[src/design/mseq_pkg.sv]
package mseq_pkg;

	localparam int QUEUE_DEPTH = 16;
	localparam int NUM_SOURCES = 4;
	localparam int TAG_BITS    = 16;

	// field widths of the channels
	localparam int SRC_TAG_W = 16;
	localparam int KIND_W    = 3;
	localparam int DATA_W    = 64;
	localparam int OUTQ_W    = 2;

	// derived sizes
	localparam int TAG_W    = (TAG_BITS < SRC_TAG_W) ? TAG_BITS : SRC_TAG_W;
	localparam int STORE_N  = QUEUE_DEPTH * NUM_SOURCES;
	localparam int ADDR_W   = $clog2(STORE_N);
	localparam int PTR_W    = $clog2(QUEUE_DEPTH);
	localparam int FILL_W   = $clog2(QUEUE_DEPTH + 1);
	localparam int QIDX_W   = (NUM_SOURCES > 1) ? $clog2(NUM_SOURCES) : 1;
	localparam int CLAIM_W  = $clog2(NUM_SOURCES + 1);
	localparam int ENTRY_W  = KIND_W + DATA_W;

	typedef enum logic {
		OP_ENQUEUE = 1'b0,
		OP_FLUSH   = 1'b1
	} op_t;

	typedef enum logic [2:0] {
		ST_ACCEPTED   = 3'd0,
		ST_DROP_FULL  = 3'd1,
		ST_NO_QUEUE   = 3'd2,
		ST_EVENT_OUT  = 3'd3,
		ST_NOTHING    = 3'd4
	} status_t;

	typedef enum logic {
		FS_IDLE  = 1'b0,
		FS_DRAIN = 1'b1
	} fsm_t;

	typedef struct packed {
		status_t             status;
		logic [KIND_W-1:0]   kind;
		logic [DATA_W-1:0]   payload;
		logic [OUTQ_W-1:0]   queue;
		logic                last;
	} result_t;

endpackage

[src/design/mseq_in_if.sv]
interface mseq_in_if import mseq_pkg::*; ();
	logic                 valid;
	logic                 ready;
	logic                 op;
	logic [SRC_TAG_W-1:0] source_tag;
	logic [KIND_W-1:0]    event_kind;
	logic [DATA_W-1:0]    payload;

	modport source (output valid, op, source_tag, event_kind, payload, input ready);
	modport sink   (input valid, op, source_tag, event_kind, payload, output ready);
endinterface

[src/design/mseq_out_if.sv]
interface mseq_out_if import mseq_pkg::*; ();
	logic              valid;
	logic              ready;
	logic [2:0]        status;
	logic [KIND_W-1:0] out_kind;
	logic [DATA_W-1:0] out_payload;
	logic [OUTQ_W-1:0] out_queue;
	logic              last;

	modport source (output valid, status, out_kind, out_payload, out_queue, last, input ready);
	modport sink   (input valid, status, out_kind, out_payload, out_queue, last, output ready);
endinterface

[src/design/multi_source_event_queue.sv]
// Multi-source event queue: per-producer event FIFOs in one shared store.
//
// Channels: evt (sink) takes one word per item: op, source_tag, event_kind,
// payload. res (source) gives result words: status, out_kind, out_payload,
// out_queue, last. Both use valid/ready; a word moves when both are high.
// Enqueue: the tag is matched against the claimed owners, a new tag claims
// the next free queue, and the event is written to the store. One result
// word appears the cycle after acceptance, and enqueues run back to back
// as long as res keeps taking words.
// Flush: the claimed queues are drained in claim order, one store read per
// cycle through the single read port while res keeps taking words; a flush
// of N events gives N words, the final one with last set.
// A flush with nothing stored gives one nothing-pending word.
// No new item is taken until the final word has left the read stage.
// Reset: owners, pointers, fill counts and the claim count clear at once;
// the event store itself is not cleared, since only written entries are
// ever read. No clearing pass is needed.
// Stall: the result register holds while res.ready is low; the drain and
// the input side freeze behind it, and no word is lost or repeated.
module multi_source_event_queue import mseq_pkg::*; (
	input logic           clk,
	input logic           arst_n,
	mseq_in_if.sink       evt,
	mseq_out_if.source    res
);

	// per-queue bookkeeping, small enough for flip-flops
	logic [TAG_W-1:0]   owner_q [NUM_SOURCES];
	logic [PTR_W-1:0]   rptr_q  [NUM_SOURCES];
	logic [FILL_W-1:0]  fill_q  [NUM_SOURCES];
	logic [CLAIM_W-1:0] claimed_q;

	fsm_t state_q, state_d;

	// drain cursor
	logic [QIDX_W-1:0] dq_q;
	logic [PTR_W-1:0]  dj_q;

	// read stage: word in flight from the store
	logic              s1_valid;
	logic [QIDX_W-1:0] s1_queue;
	logic              s1_last;

	// result register
	logic    out_valid_q;
	result_t out_q;

	// store ports
	logic               wr_en;
	logic [ADDR_W-1:0]  wr_addr;
	logic [ENTRY_W-1:0] wr_data;
	logic               rd_en;
	logic [ADDR_W-1:0]  rd_addr;
	logic [ENTRY_W-1:0] rd_data;

	logic out_free, s1_move, in_fire;
	logic issue, issue_end;

	// ---------------------------------------------------------------
	// Handshake
	// ---------------------------------------------------------------
	assign out_free  = !out_valid_q || res.ready;
	assign s1_move   = s1_valid && out_free;
	assign evt.ready = (state_q == FS_IDLE) && !s1_valid && out_free;
	assign in_fire   = evt.valid && evt.ready;

	// ---------------------------------------------------------------
	// Enqueue path: tag match, claim, full check, write address
	// ---------------------------------------------------------------
	logic [TAG_W-1:0]  tag;
	logic              hit;
	logic [QIDX_W-1:0] hit_q;
	logic              no_queue;
	logic              claim;
	logic [QIDX_W-1:0] enq_q;
	logic [PTR_W-1:0]  enq_rptr;
	logic [FILL_W-1:0] enq_fill;
	logic              enq_full;
	logic [FILL_W:0]   wr_sum;
	logic [PTR_W-1:0]  wr_off;

	assign tag = evt.source_tag[TAG_W-1:0];

	always_comb begin
		hit   = 1'b0;
		hit_q = '0;
		for (int i = NUM_SOURCES - 1; i >= 0; i--) begin
			if (CLAIM_W'(i) < claimed_q && owner_q[i] == tag) begin
				hit   = 1'b1;
				hit_q = QIDX_W'(i);
			end
		end
	end

	assign no_queue = !hit && (claimed_q >= CLAIM_W'(NUM_SOURCES));
	assign claim    = !hit && !no_queue;
	assign enq_q    = hit ? hit_q : QIDX_W'(claimed_q);
	// a fresh claim starts with an empty queue at offset zero
	assign enq_rptr = claim ? '0 : rptr_q[enq_q];
	assign enq_fill = claim ? '0 : fill_q[enq_q];
	assign enq_full = enq_fill >= FILL_W'(QUEUE_DEPTH);

	// rptr + fill stays below twice the depth: one compare and subtract wraps
	assign wr_sum = (FILL_W + 1)'(enq_rptr) + (FILL_W + 1)'(enq_fill);
	assign wr_off = (wr_sum >= (FILL_W + 1)'(QUEUE_DEPTH))
		? PTR_W'(wr_sum - (FILL_W + 1)'(QUEUE_DEPTH)) : PTR_W'(wr_sum);

	assign wr_en   = in_fire && (evt.op == OP_ENQUEUE) && !no_queue && !enq_full;
	assign wr_addr = ADDR_W'(enq_q) * ADDR_W'(QUEUE_DEPTH) + ADDR_W'(wr_off);
	assign wr_data = {evt.event_kind, evt.payload};

	// ---------------------------------------------------------------
	// Drain path: queue scan and read address
	// ---------------------------------------------------------------
	logic [NUM_SOURCES-1:0] nonempty;
	logic                   any_ne;
	logic [QIDX_W-1:0]      first_q;
	logic                   later_ne;
	logic [QIDX_W-1:0]      later_q;
	logic [FILL_W:0]        rd_sum;
	logic [PTR_W-1:0]       rd_off;
	logic [FILL_W:0]        adv_sum;
	logic [PTR_W-1:0]       adv_ptr;

	always_comb begin
		for (int i = 0; i < NUM_SOURCES; i++) begin
			nonempty[i] = (fill_q[i] != '0);
		end
	end

	assign any_ne = |nonempty;

	always_comb begin
		first_q  = '0;
		later_ne = 1'b0;
		later_q  = '0;
		for (int i = NUM_SOURCES - 1; i >= 0; i--) begin
			if (nonempty[i]) begin
				first_q = QIDX_W'(i);
			end
			if (nonempty[i] && QIDX_W'(i) > dq_q) begin
				later_ne = 1'b1;
				later_q  = QIDX_W'(i);
			end
		end
	end

	assign rd_sum = (FILL_W + 1)'(rptr_q[dq_q]) + (FILL_W + 1)'(dj_q);
	assign rd_off = (rd_sum >= (FILL_W + 1)'(QUEUE_DEPTH))
		? PTR_W'(rd_sum - (FILL_W + 1)'(QUEUE_DEPTH)) : PTR_W'(rd_sum);
	assign rd_addr = ADDR_W'(dq_q) * ADDR_W'(QUEUE_DEPTH) + ADDR_W'(rd_off);

	// read pointer after the whole queue is drained
	assign adv_sum = (FILL_W + 1)'(rptr_q[dq_q]) + (FILL_W + 1)'(fill_q[dq_q]);
	assign adv_ptr = (adv_sum >= (FILL_W + 1)'(QUEUE_DEPTH))
		? PTR_W'(adv_sum - (FILL_W + 1)'(QUEUE_DEPTH)) : PTR_W'(adv_sum);

	// ---------------------------------------------------------------
	// Sequencer
	// ---------------------------------------------------------------
	always_ff @(posedge clk or negedge arst_n) begin
		if (!arst_n) begin
			state_q <= FS_IDLE;
		end else begin
			state_q <= state_d;
		end
	end

	always_comb begin
		state_d   = state_q;
		issue     = 1'b0;
		issue_end = 1'b0;
		unique case (state_q)
			FS_IDLE: begin
				if (in_fire && evt.op == OP_FLUSH && any_ne) begin
					state_d = FS_DRAIN;
				end
			end
			FS_DRAIN: begin
				// read only when the read stage can hand its word on
				issue     = !s1_valid || s1_move;
				issue_end = (FILL_W'(dj_q) == fill_q[dq_q] - FILL_W'(1));
				if (issue && issue_end && !later_ne) begin
					state_d = FS_IDLE;
				end
			end
			default: state_d = FS_IDLE;
		endcase
	end

	assign rd_en = issue;

	mseq_ram #(
		.WIDTH (ENTRY_W),
		.DEPTH (STORE_N)
	) u_store (
		.clk     (clk),
		.wr_en   (wr_en),
		.wr_addr (wr_addr),
		.wr_data (wr_data),
		.rd_en   (rd_en),
		.rd_addr (rd_addr),
		.rd_data (rd_data)
	);

	// ---------------------------------------------------------------
	// Per-queue state and drain cursor
	// ---------------------------------------------------------------
	always_ff @(posedge clk or negedge arst_n) begin
		if (!arst_n) begin
			for (int i = 0; i < NUM_SOURCES; i++) begin
				owner_q[i] <= '0;
				rptr_q[i]  <= '0;
				fill_q[i]  <= '0;
			end
			claimed_q <= '0;
			dq_q      <= '0;
			dj_q      <= '0;
		end else begin
			if (in_fire && evt.op == OP_ENQUEUE && !no_queue) begin
				if (claim) begin
					owner_q[enq_q] <= tag;
					rptr_q[enq_q]  <= '0;
					claimed_q      <= claimed_q + CLAIM_W'(1);
				end
				if (!enq_full) begin
					fill_q[enq_q] <= enq_fill + FILL_W'(1);
				end
			end
			if (in_fire && evt.op == OP_FLUSH) begin
				dq_q <= first_q;
				dj_q <= '0;
			end
			if (issue) begin
				if (issue_end) begin
					// queue done: retire its entries, move to the next one
					rptr_q[dq_q] <= adv_ptr;
					fill_q[dq_q] <= '0;
					dq_q         <= later_q;
					dj_q         <= '0;
				end else begin
					dj_q <= dj_q + PTR_W'(1);
				end
			end
		end
	end

	// ---------------------------------------------------------------
	// Read stage
	// ---------------------------------------------------------------
	always_ff @(posedge clk or negedge arst_n) begin
		if (!arst_n) begin
			s1_valid <= 1'b0;
		end else if (issue) begin
			s1_valid <= 1'b1;
		end else if (s1_move) begin
			s1_valid <= 1'b0;
		end
	end

	always_ff @(posedge clk) begin
		if (issue) begin
			s1_queue <= dq_q;
			s1_last  <= issue_end && !later_ne;
		end
	end

	// ---------------------------------------------------------------
	// Result register
	// ---------------------------------------------------------------
	always_ff @(posedge clk or negedge arst_n) begin
		if (!arst_n) begin
			out_valid_q <= 1'b0;
		end else if (s1_move || (in_fire && !(evt.op == OP_FLUSH && any_ne))) begin
			out_valid_q <= 1'b1;
		end else if (res.ready) begin
			out_valid_q <= 1'b0;
		end
	end

	always_ff @(posedge clk) begin
		if (s1_move) begin
			out_q.status  <= ST_EVENT_OUT;
			out_q.kind    <= rd_data[ENTRY_W-1 -: KIND_W];
			out_q.payload <= rd_data[DATA_W-1:0];
			out_q.queue   <= OUTQ_W'(s1_queue);
			out_q.last    <= s1_last;
		end else if (in_fire) begin
			out_q.kind    <= '0;
			out_q.payload <= '0;
			out_q.last    <= 1'b1;
			if (evt.op == OP_FLUSH) begin
				// only the empty flush reports here
				out_q.status <= ST_NOTHING;
				out_q.queue  <= '0;
			end else if (no_queue) begin
				out_q.status <= ST_NO_QUEUE;
				out_q.queue  <= '0;
			end else begin
				out_q.status <= enq_full ? ST_DROP_FULL : ST_ACCEPTED;
				out_q.queue  <= OUTQ_W'(enq_q);
			end
		end
	end

	assign res.valid       = out_valid_q;
	assign res.status      = out_q.status;
	assign res.out_kind    = out_q.kind;
	assign res.out_payload = out_q.payload;
	assign res.out_queue   = out_q.queue;
	assign res.last        = out_q.last;

endmodule

[src/design/mseq_ram.sv]
module mseq_ram #(
	parameter int WIDTH = 8,
	parameter int DEPTH = 16
) (
	input  logic                     clk,
	input  logic                     wr_en,
	input  logic [$clog2(DEPTH)-1:0] wr_addr,
	input  logic [WIDTH-1:0]         wr_data,
	input  logic                     rd_en,
	input  logic [$clog2(DEPTH)-1:0] rd_addr,
	output logic [WIDTH-1:0]         rd_data
);

	logic [WIDTH-1:0] mem [DEPTH];

	always_ff @(posedge clk) begin
		if (wr_en) begin
			mem[wr_addr] <= wr_data;
		end
		if (rd_en) begin
			rd_data <= mem[rd_addr];
		end
	end

endmodule

[src/flat_wrapper.sv]
// flat-port wrapper written by rule: the top's interface ports become plain ports
module multi_source_event_queue_flat import mseq_pkg::*;
  (clk, arst_n, evt_valid, evt_op, evt_source_tag, evt_event_kind, evt_payload, evt_ready, res_valid, res_status, res_out_kind, res_out_payload, res_out_queue, res_last, res_ready);
  mseq_in_if evt_i ();
  mseq_out_if res_i ();
  input logic clk;
  input logic arst_n;
  input wire logic [$bits(evt_i.valid)-1:0] evt_valid;
  input wire logic [$bits(evt_i.op)-1:0] evt_op;
  input wire logic [$bits(evt_i.source_tag)-1:0] evt_source_tag;
  input wire logic [$bits(evt_i.event_kind)-1:0] evt_event_kind;
  input wire logic [$bits(evt_i.payload)-1:0] evt_payload;
  output wire logic [$bits(evt_i.ready)-1:0] evt_ready;
  output wire logic [$bits(res_i.valid)-1:0] res_valid;
  output wire logic [$bits(res_i.status)-1:0] res_status;
  output wire logic [$bits(res_i.out_kind)-1:0] res_out_kind;
  output wire logic [$bits(res_i.out_payload)-1:0] res_out_payload;
  output wire logic [$bits(res_i.out_queue)-1:0] res_out_queue;
  output wire logic [$bits(res_i.last)-1:0] res_last;
  input wire logic [$bits(res_i.ready)-1:0] res_ready;
  assign evt_i.valid = evt_valid;
  assign evt_i.op = evt_op;
  assign evt_i.source_tag = evt_source_tag;
  assign evt_i.event_kind = evt_event_kind;
  assign evt_i.payload = evt_payload;
  assign evt_ready = evt_i.ready;
  assign res_valid = res_i.valid;
  assign res_status = res_i.status;
  assign res_out_kind = res_i.out_kind;
  assign res_out_payload = res_i.out_payload;
  assign res_out_queue = res_i.out_queue;
  assign res_last = res_i.last;
  assign res_i.ready = res_ready;
  multi_source_event_queue u_core (.clk(clk), .arst_n(arst_n), .evt(evt_i), .res(res_i));
endmodule
[config.mk]
export PLATFORM = sky130hd
export DESIGN_NAME = multi_source_event_queue_flat
export DESIGN_NICKNAME = d
export VERILOG_FILES = /design/src/design/mseq_pkg.sv /design/src/design/mseq_in_if.sv /design/src/design/mseq_out_if.sv /design/src/design/multi_source_event_queue.sv /design/src/design/mseq_ram.sv /design/src/flat_wrapper.sv
export SDC_FILE = /design/constraint.sdc
export NUM_CORES = 2
export LEC_CHECK = 0
export BUFFER_PORTS_ARGS = -buffer_cell sky130_fd_sc_hd__buf_2
export CAP_MARGIN = 10
export CORE_ASPECT_RATIO = 1.5
export CORE_UTILIZATION = 25
export CTS_CLUSTER_SIZE = 16
export DETAILED_ROUTE_END_ITERATION = 10
export PLACE_DENSITY = 0.5
export RECOVER_POWER = 100
export SLEW_MARGIN = 20
export SYNTH_ARGS = -nofsm -noshare
export SYNTH_HDL_FRONTEND = slang
export SYNTH_MEMORY_MAX_BITS = 65536
export SYNTH_SLANG_ARGS = --single-unit
[constraint.sdc]
create_clock -name clk -period 9.85 [get_ports clk]
set_input_delay 1.4775 -clock clk [delete_from_list [all_inputs] [get_ports clk]]
set_output_delay 1.4775 -clock clk [all_outputs]
set_load 0.005 [all_outputs]
==> qor.yml <==
holdBufCountCts: 0
cts_buffers: 417
synth_top_family_by_area: "multiplexers"
synthXorXnorAreaFrac_pct: 0.4359
crit_chain: "mux4_2, ha_4, inv_1, fa_4, buf_4, clkbuf_2, mux4_2, mux4_2, mux4_2"
synth_enable_flop_cells: 4428
synthTopCellsByArea: "edfxtp_1, mux4_2, dfrtp_1"
grt_use_total_pct: 14.22
cts_buffer_depth: 5
cts_max_level: 5
drt_iter0_drc: 8092
path_delay_family: "flip-flops"
whs_ns: 0.4926
syn_area_mm2: 0.1737
violations: "max-capacitance violations, max-slew violations"
rsz0062_at_grt: "false"
crit_fanout: 42
portBuffers: 162
hpwlAfterDp_um: 293600
ios: 163
fin_util_pct: 28.98
grt-ovfl-total: 0
p_leak_nw: 59.65
power_mw: 38.83
synth_top_flop_cell: "edfxtp_1"
antenna_left: 0
worst_pin_slew_ns: 4.165
area_growth_pct: 15.44
cts_tree: "built"
max_stage_delay_ns: 2.40
start_util_pct: 25.11
synth.avg_cell_area_um2: 24.99
worstPathArrival_ns: 9.16
cap_violations: 89
die_x_um: 682.5
required_ns: 10.58
cpMostUsedCell: "mux4_2"
clkTransAtPathRegs_ns: 0.07
grt_max_degree: 135
cts-resized-gates: 0
grt_pass1_wl_um: 696700
drc_errors: 0
rows: 374
dieArea_mm2: 0.6980
clock_latency_ns: 1.09
dp.cells: 16220
ff2ff_path_depth: 9
cts_root_buffer: "clkbuf_16"
cts_sinks: 4543
maxSlewViolCount: 5163
synth-simple-area-share_pct: 1.046
hold_path_depth: 1
wl_per_cell_um: 29.70
max_freq_mhz: 118.6
startpoint_type: "flop"
fin_crit_ns: 8.430
antenna_found_initial: 76
yosysWarnings: 0
place.gp.congestion: 0.7831
synth.yosys.seq_area_share_pct: 78.22
synth_seq_cells: 4543
layout-drive-gt1-share_pct: 30.37
synth-async-reset-ratio_pct: 2.465
design_area_mm2: 0.2005
p_per_area_mw_per_mm2: 193.7
min_path_type: "flop to flop"
placed_cell_area_mm2: 0.1883
syn_nets: 7053
finalClockSkew_ns: 0.1264
fillers: 67020
synth_compound_area_share_pct: 0.4193
synthMuxAreaShare_pct: 18.87
ir_drop_v: 0.0001392
core_mm2: 0.6916
synth.distinct_cells: 71
drt_pre_antenna_iters: 7
synth_largest_area_cell: "edfxtp_1"
hold_viol: 0
final.period_utilization_pct: 85.58
worstSetupPathType: "flop to flop"
max_slew_margin_pct: -177.7
cp.depth: 9
crit_path_end_kind: "flop"
syn_inst: 6949
synth.top_cell.area_share_pct: 76.57
cts_setup_buffers: 0
vias: 78230
dieHeight_um: 1023
final_cells: 16990
crit_buf_inv: 3
synthAdderAreaFrac_pct: 0.1283
slowest_stage: "dfrtp_1"
setup_viol_count_final: 0
finalWirelength_um: 504500
status: "finished, violations left"
grt_pass1_vias: 82270
final_nets: 7535
drt-vias-per-instance: 4.605
==> worst register-to-register path, stage by stage (launching register included) <==
cell and delay, ns:
dfrtp_1 2.40, mux4_2 0.70, ha_4 0.16, inv_1 0.05
fa_4 1.48, buf_4 0.50, clkbuf_2 1.13, mux4_2 0.48
mux4_2 0.68, mux4_2 0.60
==> power by group <==
group          internal, mW  switching [mW]  total, mW
Combinational         0.481           0.878       1.36
Clock                  9.02            7.18       16.2
Sequential             21.3          0.0163       21.3
==> sequential cells by signal, indices dropped and copies added (netlist names), 3 cells and up <==
signal and cells:
u_core.owner_q 64, u_core.rptr_q 16, u_core.fill_q 20, u_core.u_store.rd_data 67, u_core.res.out_payload 64, u_core.res.status 3, u_core.claimed_q 3, u_core.u_store.mem 4288
u_core.res.out_kind 3, u_core.dj_q 4
==> cells by family (layout without fill, tap and decap cells) <==
| group | after synthesis | in the layout |
|---|---|---|
| buffers and inverters | 381 | 1177 |
| adders and majority gates | 16 | 16 |
| other | 0 | 31 |
| DFF | 4543 | 4543 |
| and+or+nand+nor | 326 | 326 |
| muxes | 1496 | 1496 |
| xor gates and xnor gates | 83 | 83 |
| AOI/OAI and AO/OA | 104 | 104 |
==> cell usage after synthesis, types with 4 or more instances <==
| library cell | number |
|---|---|
| edfxtp_1 | 4428 |
| mux4_2 | 1416 |
| clkbuf_1 | 306 |
| dfrtp_1 | 112 |
| and2_1 | 68 |
| mux2_2 | 66 |
| nor2_1 | 64 |
| nor3_1 | 55 |
| xor2_1 | 47 |
| nand2_1 | 42 |
| xnor2_1 | 32 |
| buf_1 | 31 |
| a21oi_1 | 24 |
| o21ai_0 | 23 |
| nand3_1 | 21 |
| inv_1 | 17 |
| buf_2 | 14 |
| mux2i_1 | 14 |
| ha_1 | 13 |
| a211oi_1 | 11 |
| nand2b_1 | 11 |
| nand4_1 | 9 |
| buf_6 | 8 |
| nor4_1 | 7 |
| or2_2 | 6 |
| a31oi_1 | 5 |
| buf_4 | 5 |
| nor2b_1 | 5 |
| nor3b_1 | 5 |
| nor4_2 | 5 |
| o31ai_1 | 5 |
| a21o_1 | 4 |
| a21o_2 | 4 |
| a22o_1 | 4 |
| nor3_2 | 4 |
| nor3b_2 | 4 |
==> area by class of cell <==
class / instances / area [um2] / area share, %
Sequential cell: 4543 / 135800 / 67.76
Multi-Input combinational cell: 2025 / 36360 / 18.14
Tap cell: 9212 / 11530 / 5.750
Clock buffer: 497 / 10910 / 5.444
Timing Repair Buffer: 427 / 3354 / 1.673
Clock inverter: 236 / 2327 / 1.161
Antenna cell: 31 / 77.57 / 0.03870
Inverter: 17 / 65.06 / 0.03246
==> cells in the final DEF (no fill, tap or decap), types with 8 or more instances in the layout <==
| master | n |
|---|---|
| edfxtp_1 | 4428 |
| mux4_2 | 1416 |
| clkbuf_16 | 424 |
| clkbuf_1 | 256 |
| dfrtp_1 | 111 |
| buf_12 | 87 |
| buf_2 | 82 |
| clkinv_1 | 77 |
| clkinv_2 | 76 |
| mux2_2 | 66 |
| nor2_1 | 59 |
| nor3_1 | 55 |
| and2_0 | 55 |
| buf_4 | 54 |
| xor2_1 | 47 |
| bufinv_16 | 43 |
| nand2_1 | 42 |
| diode_2 | 31 |
| xnor2_1 | 31 |
| a21oi_1 | 25 |
| o21ai_0 | 23 |
| clkinvlp_4 | 22 |
| nand3_1 | 21 |
| inv_1 | 16 |
| mux2i_1 | 14 |
| and2_1 | 13 |
| clkbuf_2 | 13 |
| ha_1 | 12 |
| nand2b_1 | 11 |
| a211oi_1 | 11 |
| nand4_1 | 9 |
| nor3b_1 | 9 |
| nor4_1 | 8 |
==> through the flow <==
step,setup TNS [ns],setup slack (ns)
after floorplan,-131.51,-0.1392
after global routing,0,1.268
after detailed placement,0,1.673
after global placement,0,1.700
final,0,1.420
after CTS,0,2.729
==> routing by layer <==
metal	part of all wire [%]	GRT usage, %	wire, um
met2	54	26.24	273200
met5	0.023	0	117
met1	38	17.35	191800
met4	2.4	3.718	12180
met3	5.4	1.849	27200
==> final timing paths <==
check	slack, ns	from	to
max in group asynchronous	3.23	arst_n	u_core.dq_q[0]
hold reg to reg	0.49	u_core.s1_last	u_core.res.last
setup reg to reg	1.42	u_core.dq_q[1]	u_core.u_store.rd_data[11]
setup / recovery	1.42	u_core.dq_q[1]	u_core.u_store.rd_data[11]
min in group asynchronous	1.16	arst_n	u_core.owner_q[15]
hold / removal	0.49	u_core.s1_last	u_core.res.last
Note: power is estimated with default switching activity, not from simulation.
